[config.mk]
export PLATFORM = sky130hd
export DESIGN_NAME = mouse_event_classifier_core
export DESIGN_NICKNAME = d
export VERILOG_FILES = /design/src/rtl/mec_pkg.sv /design/src/rtl/mec_cfg.sv /design/src/rtl/mec_classify.sv /design/src/rtl/mouse_event_classifier_core.sv
export SDC_FILE = /design/constraint.sdc
export NUM_CORES = 1
export LEC_CHECK = 0
export CAP_MARGIN = 10
export CORE_ASPECT_RATIO = 0.5
export CORE_MARGIN = 1.5
export CORE_UTILIZATION = 40
export DETAILED_ROUTE_END_ITERATION = 6
export DONT_BUFFER_PORTS = 1
export PLACE_DENSITY = 0.53
export SLEW_MARGIN = 20
export SYNTH_ARGS = -nofsm -noshare
export SYNTH_HDL_FRONTEND = slang
export SYNTH_SLANG_ARGS = --single-unit
export TNS_END_PERCENT = 5
[constraint.sdc]
create_clock -name clk -period 8.4 [get_ports clk]
set_clock_uncertainty 0.1 [all_clocks]
set_input_delay 1.26 -clock clk [delete_from_list [all_inputs] [get_ports clk]]
set_output_delay 1.26 -clock clk [all_outputs]
set_load 0.01 [all_outputs]
[src/rtl/mec_pkg.sv]
package mec_pkg;

  localparam int COORD_BITS = 12;
  localparam int CMAX       = (1 << COORD_BITS) - 1;
  localparam int BTN_STRIDE = 6;
  localparam int ADDR_BITS  = 5;
  localparam int DATA_BITS  = 32;

  typedef enum logic [1:0] {
    BTN_LEFT   = 2'd0,
    BTN_RIGHT  = 2'd1,
    BTN_MIDDLE = 2'd2
  } btn_t;

  typedef enum logic [4:0] {
    EV_NONE    = 5'd0,
    EV_MOVE    = 5'd1,
    EV_PRESS   = 5'd2,
    EV_RELEASE = 5'd3,
    EV_DCLICK  = 5'd4,
    EV_HOLD    = 5'd5,
    EV_DRAG    = 5'd6,
    EV_REPEAT  = 5'd7
  } ev_t;

  localparam logic [4:0] EV_CODE_MAX = 5'd19;

  typedef enum logic [2:0] {
    REG_ENABLE      = 3'd0,
    REG_LEFT_HANDED = 3'd1,
    REG_ROWS        = 3'd2,
    REG_COLS        = 3'd3,
    REG_DCLICK      = 3'd4,
    REG_REP_START   = 3'd5,
    REG_REP         = 3'd6
  } reg_idx_t;

  typedef struct packed {
    logic [2:0]         button_bits;
    logic signed [15:0] raw_row;
    logic signed [15:0] raw_col;
    logic [31:0]        now_tick;
  } sample_t;

  typedef struct packed {
    logic [4:0]            event_code;
    logic [COORD_BITS-1:0] cur_row;
    logic [COORD_BITS-1:0] cur_col;
  } result_t;

  typedef struct packed {
    logic        mouse_enable;
    logic        left_handed;
    logic [12:0] screen_rows;
    logic [12:0] screen_cols;
    logic [15:0] dclick_ticks;
    logic [15:0] repeat_start_ticks;
    logic [15:0] repeat_ticks;
  } cfg_t;

  typedef struct packed {
    logic [2:0]            prev_buttons;
    logic [COORD_BITS-1:0] prev_row;
    logic [COORD_BITS-1:0] prev_col;
    btn_t                  last_pressed;
    logic                  last_pressed_valid;
    logic [31:0]           event_time;
    logic                  repeat_active;
  } state_t;

  function automatic btn_t decode_button(input logic [2:0] bits);
    btn_t b;
    case (bits)
      3'b001:  b = BTN_LEFT;
      3'b010:  b = BTN_RIGHT;
      default: b = BTN_MIDDLE;
    endcase
    return b;
  endfunction

  function automatic logic [COORD_BITS-1:0] clamp_coord(input logic signed [15:0] raw,
                                                         input logic [12:0] count);
    logic [16:0]           top;
    logic [COORD_BITS-1:0] res;
    top = (count == 13'd0) ? 17'd0 : {4'd0, count} - 17'd1;
    if (top > 17'(CMAX)) top = 17'(CMAX);
    if (raw[15]) res = '0;
    else if ({2'd0, raw[14:0]} > top) res = COORD_BITS'(top);
    else res = COORD_BITS'(raw[14:0]);
    return res;
  endfunction

  function automatic logic [4:0] map_event(input ev_t ev, input btn_t btn, input logic swap);
    btn_t       b;
    logic [4:0] code;
    b = btn;
    if (swap) begin
      if (btn == BTN_LEFT) b = BTN_RIGHT;
      else if (btn == BTN_RIGHT) b = BTN_LEFT;
    end
    if (ev < EV_PRESS) begin
      code = ev;
    end else begin
      case (b)
        BTN_LEFT:  code = ev;
        BTN_RIGHT: code = ev + 5'(BTN_STRIDE);
        default:   code = ev + 5'(2 * BTN_STRIDE);
      endcase
    end
    return code;
  endfunction

endpackage

[src/rtl/mec_cfg.sv]
module mec_cfg (
  input  logic                          clk,
  input  logic                          rst,
  input  logic                          psel,
  input  logic                          penable,
  input  logic                          pwrite,
  input  logic [mec_pkg::ADDR_BITS-1:0] paddr,
  input  logic [mec_pkg::DATA_BITS-1:0] pwdata,
  output logic [mec_pkg::DATA_BITS-1:0] prdata,
  output logic                          pready,
  output mec_pkg::cfg_t                 cfg
);
  import mec_pkg::*;

  reg_idx_t idx;
  logic     wr;

  assign idx    = reg_idx_t'(paddr[4:2]);
  assign pready = 1'b1;
  assign wr     = psel && penable && pwrite && pready;

  always_ff @(posedge clk) begin
    if (rst) begin
      cfg.mouse_enable       <= 1'b1;
      cfg.left_handed        <= 1'b0;
      cfg.screen_rows        <= 13'd25;
      cfg.screen_cols        <= 13'd80;
      cfg.dclick_ticks       <= 16'd5;
      cfg.repeat_start_ticks <= 16'd10;
      cfg.repeat_ticks       <= 16'd2;
    end else if (wr) begin
      case (idx)
        REG_ENABLE:      cfg.mouse_enable       <= pwdata[0];
        REG_LEFT_HANDED: cfg.left_handed        <= pwdata[0];
        REG_ROWS:        cfg.screen_rows        <= pwdata[12:0];
        REG_COLS:        cfg.screen_cols        <= pwdata[12:0];
        REG_DCLICK:      cfg.dclick_ticks       <= pwdata[15:0];
        REG_REP_START:   cfg.repeat_start_ticks <= pwdata[15:0];
        REG_REP:         cfg.repeat_ticks       <= pwdata[15:0];
        default: ;
      endcase
    end
  end

  always_comb begin
    case (idx)
      REG_ENABLE:      prdata = {31'd0, cfg.mouse_enable};
      REG_LEFT_HANDED: prdata = {31'd0, cfg.left_handed};
      REG_ROWS:        prdata = {19'd0, cfg.screen_rows};
      REG_COLS:        prdata = {19'd0, cfg.screen_cols};
      REG_DCLICK:      prdata = {16'd0, cfg.dclick_ticks};
      REG_REP_START:   prdata = {16'd0, cfg.repeat_start_ticks};
      REG_REP:         prdata = {16'd0, cfg.repeat_ticks};
      default:         prdata = '0;
    endcase
  end

endmodule

[src/rtl/mec_classify.sv]
module mec_classify (
  input  mec_pkg::cfg_t    cfg,
  input  mec_pkg::state_t  st,
  input  mec_pkg::sample_t item,
  output mec_pkg::state_t  st_next,
  output mec_pkg::result_t res
);
  import mec_pkg::*;

  logic [COORD_BITS-1:0] row;
  logic [COORD_BITS-1:0] col;
  logic [2:0]            diff;
  logic [31:0]           elapsed;
  btn_t                  changed_btn;
  btn_t                  status_btn;
  btn_t                  btn;
  ev_t                   ev;

  assign row         = clamp_coord(item.raw_row, cfg.screen_rows);
  assign col         = clamp_coord(item.raw_col, cfg.screen_cols);
  assign diff        = item.button_bits ^ st.prev_buttons;
  assign elapsed     = item.now_tick - st.event_time;
  assign changed_btn = decode_button(diff);
  assign status_btn  = decode_button(item.button_bits);

  always_comb begin
    st_next = st;
    ev      = EV_NONE;
    btn     = BTN_LEFT;
    if (!cfg.mouse_enable) begin
      res.event_code = EV_NONE;
      res.cur_row    = st.prev_row;
      res.cur_col    = st.prev_col;
    end else begin
      if (row != st.prev_row || col != st.prev_col) begin
        st_next.last_pressed_valid = 1'b0;
        if (|st.prev_buttons) begin
          btn = status_btn;
          ev  = EV_DRAG;
        end else begin
          ev = EV_MOVE;
        end
      end else if (|diff) begin
        if ((diff & item.button_bits) == diff) begin
          if (st.last_pressed_valid && changed_btn == st.last_pressed &&
              elapsed < {16'd0, cfg.dclick_ticks}) begin
            ev = EV_DCLICK;
          end else begin
            ev = EV_PRESS;
            st_next.last_pressed       = changed_btn;
            st_next.last_pressed_valid = 1'b1;
          end
        end else begin
          ev = EV_RELEASE;
        end
        btn                   = changed_btn;
        st_next.prev_buttons  = item.button_bits;
        st_next.repeat_active = 1'b0;
        st_next.event_time    = item.now_tick;
      end else if (|item.button_bits) begin
        btn = status_btn;
        if (!st.repeat_active) begin
          if (elapsed > {16'd0, cfg.repeat_start_ticks}) begin
            ev                    = EV_REPEAT;
            st_next.repeat_active = 1'b1;
            st_next.event_time    = item.now_tick;
          end
        end else if (elapsed > {16'd0, cfg.repeat_ticks}) begin
          ev                 = EV_REPEAT;
          st_next.event_time = item.now_tick;
        end
      end
      st_next.prev_row = row;
      st_next.prev_col = col;
      res.event_code   = map_event(ev, btn, cfg.left_handed);
      res.cur_row      = row;
      res.cur_col      = col;
    end
  end

endmodule

[src/rtl/mouse_event_classifier_core.sv]
// the input register and the result register form a two-stage pipeline; a sample
// in the input register moves to the result register unless result_stall holds
// it full; one sample per cycle otherwise. The event state updates with the result.
// reset: rst empties both stages, resets the event state and loads register defaults
module mouse_event_classifier_core (
  input  logic                          clk,
  input  logic                          rst,
  input  logic                          sample_valid,
  output logic                          sample_stall,
  input  mec_pkg::sample_t              sample,
  output logic                          result_valid,
  input  logic                          result_stall,
  output mec_pkg::result_t              result,
  input  logic                          psel,
  input  logic                          penable,
  input  logic                          pwrite,
  input  logic [mec_pkg::ADDR_BITS-1:0] paddr,
  input  logic [mec_pkg::DATA_BITS-1:0] pwdata,
  output logic [mec_pkg::DATA_BITS-1:0] prdata,
  output logic                          pready
);
  import mec_pkg::*;

  cfg_t    cfg;
  state_t  st;
  state_t  st_next;
  sample_t in_q;
  logic    in_valid_q;
  result_t res_next;
  logic    adv;
  logic    fire;

  mec_cfg u_cfg (
    .clk     (clk),
    .rst     (rst),
    .psel    (psel),
    .penable (penable),
    .pwrite  (pwrite),
    .paddr   (paddr),
    .pwdata  (pwdata),
    .prdata  (prdata),
    .pready  (pready),
    .cfg     (cfg)
  );

  mec_classify u_classify (
    .cfg     (cfg),
    .st      (st),
    .item    (in_q),
    .st_next (st_next),
    .res     (res_next)
  );

  assign adv          = !result_valid || !result_stall;
  assign fire         = in_valid_q && adv;
  assign sample_stall = in_valid_q && !adv;

  always_ff @(posedge clk) begin
    if (rst) begin
      in_valid_q <= 1'b0;
    end else if (!sample_stall) begin
      in_valid_q <= sample_valid;
    end
  end

  always_ff @(posedge clk) begin
    if (sample_valid && !sample_stall) begin
      in_q <= sample;
    end
  end

  always_ff @(posedge clk) begin
    if (rst) begin
      result_valid <= 1'b0;
    end else if (adv) begin
      result_valid <= in_valid_q;
    end
  end

  always_ff @(posedge clk) begin
    if (fire) begin
      result <= res_next;
    end
  end

  always_ff @(posedge clk) begin
    if (rst) begin
      st.prev_buttons       <= '0;
      st.prev_row           <= '0;
      st.prev_col           <= '0;
      st.last_pressed       <= BTN_LEFT;
      st.last_pressed_valid <= 1'b1;
      st.event_time         <= '0;
      st.repeat_active      <= 1'b0;
    end else if (fire) begin
      st <= st_next;
    end
  end

  a_code_range: assert property (@(posedge clk) disable iff (rst)
    result_valid |-> (result.event_code <= EV_CODE_MAX &&
                      result.event_code != EV_HOLD &&
                      result.event_code != 5'(EV_HOLD) + 5'(BTN_STRIDE) &&
                      result.event_code != 5'(EV_HOLD) + 5'(2 * BTN_STRIDE)))
    else $error("event code out of range");

  a_state_hold: assert property (@(posedge clk) disable iff (rst)
    !fire |=> $stable(st))
    else $error("event state changed without an item");

  a_stall_full: assert property (@(posedge clk) disable iff (rst)
    sample_stall |-> (in_valid_q && result_valid && result_stall))
    else $error("stall without a full pipeline");

  a_result_load: assert property (@(posedge clk) disable iff (rst)
    fire |=> result_valid)
    else $error("item lost between stages");

endmodule

==> impl_metrics.tcl <==
set metrics [dict create \
    antenna_found_initial 0 \
    critical_path.startpoint "u_cfg.cfg[63]$_SDFFE_PP0P_" \
    hold_buffers 0 \
    cts_tree "built" \
    synth_compound_area_frac 0.185 \
    area_growth_pct 7.94 \
    clockPowerShare 0.412 \
    placed_area_um2 15400 \
    finalWirelength_um 40300 \
    synth_seq_area_share 0.378 \
    post_cts_buffers 0 \
    synthArstFlopShare 0 \
    rows 50 \
    crit_fanout 22 \
    first_global_vias 11470 \
    cts_sinks 237 \
    cp.required_ns 8.61 \
    cts-root-buf "clkbuf_16" \
    grt_usage 0.203 \
    crit_type "reg -> reg" \
    worst_pin_slew_ns 1.03 \
    synthMuxAreaShare 0.0627 \
    cellLeakagePower_nw 6.10 \
    comb_power_share 0.130 \
    reg2reg_from "u_cfg.cfg[63]$_SDFFE_PP0P_" \
    ys_types 83 \
    die_area_um2 38900 \
    ir_drop_uv 112 \
    ff2ff_path_depth 23 \
    grt_overflow_total 0 \
    p_sw_frac 0.272 \
    synth-edff-count 96 \
    viasPerCell 5.44 \
    synth_area_leader_cell "edfxtp_1" \
    synth_top_family_by_area "simple AND/OR/NAND/NOR gates" \
    p_seq_frac 0.458 \
    min_path_cells 2 \
    htreeDepth 1 \
    rsz0062_at_grt "no" \
    power_density_nw_per_um2 171 \
    dr.pass1.iters 5 \
    setup_viol 0 \
    setup.worst_path.start_class "flip-flop" \
    status "complete, no violations" \
    grt_pass1_wl_um 63800 \
    min_path_type "reg -> reg" \
    clock.fmax_ghz 0.131 \
    synth_top_area_frac 0.191 \
    power_mw 2.78 \
    fin_crit_ns 7.61 \
    drive_above_1_share 0.0633 \
    cts_inserted_buffers 25 \
    switching_power_uw 755 \
    fin_area_um2 16300 \
    grt_max_degree 131 \
    start_util 0.404 \
    drtAntennaViolNets 0 \
    ctsResizeCount 0 \
    ys_warn_count 0 \
    io_pins 175 \
    postSynthAreaPerCell_um2 8.63 \
    final_nets 1950 \
    min-delay-start "st[52]$_SDFFE_PP0P_" \
    hpwl_um 29800 \
    period_share 0.906 \
    drc 0 \
    clock_latency_ns 0.56 \
    final_common_cell "nand2_1" \
    antenna_cells 0 \
    synth_seq_cells 237 \
    synth-simple-area-share 0.187 \
    path_clk_slew_ns 0.07 \
    synth_xor_area_frac 0.0209 \
    netlist_area_um2 15100 \
    final_cell_mix "260 x nand2_1, 173 x a21oi_1, 140 x dfxtp_1, 135 x nor2_1, 134 x inv_1" \
    drv_slew 0 \
    die_y_um 140 \
    gp_congestion 0.843 \
    report.final.hold_viol_count 0 \
    clock_path_buffers 3 \
    initialDrtViolationCount 814 \
    slew_headroom 0.312 \
    reg2reg_slack_ns 0.79 \
    syn_inst 1747 \
    cap_violations 0 \
    setup_tns_ns 0 \
    wl_per_cell_um 18.1 \
    coreArea_um2 37300 \
    ys_top_cells_by_area "edfxtp_1 19%, dfxtp_1 19%, ha_1 10%" \
    power.internal_mw 2.02 \
    synth_adder_area_share 0.101 \
    synth_ff_type "dfxtp_1" \
    worstSetupEndpointType "flip-flop" \
    fillers 3803 \
    worstPathArrival_ns 7.82 \
    via_count 12134 \
    fp.dieW_um 278 \
    port_buffers 0 \
]
cell usage after synthesis (14+ instances only):
cell,count
a211oi_1,21
a21o_1,19
a21oi_1,173
a221o_1,16
and3_1,16
buf_4,18
clkbuf_1,55
dfxtp_1,141
edfxtp_1,96
ha_1,120
inv_1,134
mux2_2,20
mux2i_1,72
nand2_1,260
nand3_1,34
nand4_1,22
nor2_1,135
nor2b_1,17
nor3_1,29
o21a_1,14
o21ai_0,66
or3_1,16
xnor2_1,25
sequential cells by signal, indices dropped and copies added, names as in the netlist:
signal	cells
st	63
result	29
u_cfg.cfg	76
in_valid_q	1
result_valid	1
in_q	67
metrics by stage:
step | util | setup slack, ns | hold WS [ns] | cells
6_report | 0.436 | 0.790 | 0.361 | 2231
2_1_floorplan | - | 1.94 | 0.336 | 1770
5_1_grt | 0.436 | 0.263 | 0.390 | 2231
3_3_place_gp | 0.414 | 0.856 | 0.336 | 2185
3_5_place_dp | 0.414 | 0.837 | 0.349 | 2185
4_1_cts | 0.436 | 0.804 | 0.358 | 2231
worst max-delay path, stage by stage (launching register included):
cell,delay [ns]
dfxtp_1,0.41
or4_4,0.58
or4_1,0.44
a211oi_1,0.22
a21oi_1,0.10
and2_4,0.19
ha_1,0.29
nand2_1,0.07
or3_1,0.37
a31oi_1,0.21
o31a_1,0.72
mux2i_1,0.36
a221o_1,0.42
a211o_1,0.29
or4b_4,0.58
nor3_4,0.40
buf_4,0.24
a21oi_1,0.09
ha_1,0.21
o21ai_0,0.22
nand2_1,0.10
mux2i_1,0.27
a221oi_1,0.15
o31a_1,0.33
routing by layer:
metal	track usage	vias to the layer above	routed length [um]
met3	0.0302	41	1640
met2	0.335	241	18300
met1	0.283	5681	19700
met5	0	-	0
met4	0.0406	0	680
li1	-	6171	-
layout make-up:
type                       instances  area, um2  area share
tap                              494        618      0.0380
inverter                         135        507      0.0311
clock buffer                      34        722      0.0444
clock inverter                    12        114     0.00700
multi-input combinational       1307       8520       0.523
sequential                       237       5710       0.351
timing repair buffer              12       90.1     0.00554
power groups by stage:
stage          Sequential (mW)  Clock, mW  Combinational (mW)
2_1_floorplan             1.29          0               0.293
6_report                  1.27       1.14               0.360
5_1_grt                   1.28       1.22               0.408
3_3_place_gp              1.30          0               0.356
4_1_cts                   1.27       1.18               0.361
3_5_place_dp              1.30          0               0.359
final timing paths:
| check | endpoint |
|---|---|
| worst max-delay path | result[26]$_SDFFCE_PN0P_ |
| worst min register to register | st[52]$_SDFFE_PP0P_ |
| worst max register to register | result[26]$_SDFFCE_PN0P_ |
| worst min-delay path | st[52]$_SDFFE_PP0P_ |
logic make-up (layout without fill, tap and decap cells):
kind of cell / after synthesis / after routing
AO/OA/AOI/OAI: 432 / 432
XOR/XNOR: 36 / 36
adder cells (fa/ha/maj): 121 / 121
buffers and inverters: 226 / 193
flip-flops: 237 / 237
multiplexers: 92 / 92
other: 2 / 25
AND/OR/NAND/NOR: 601 / 601
No activity file was read; power rests on OpenSTA's default activity.
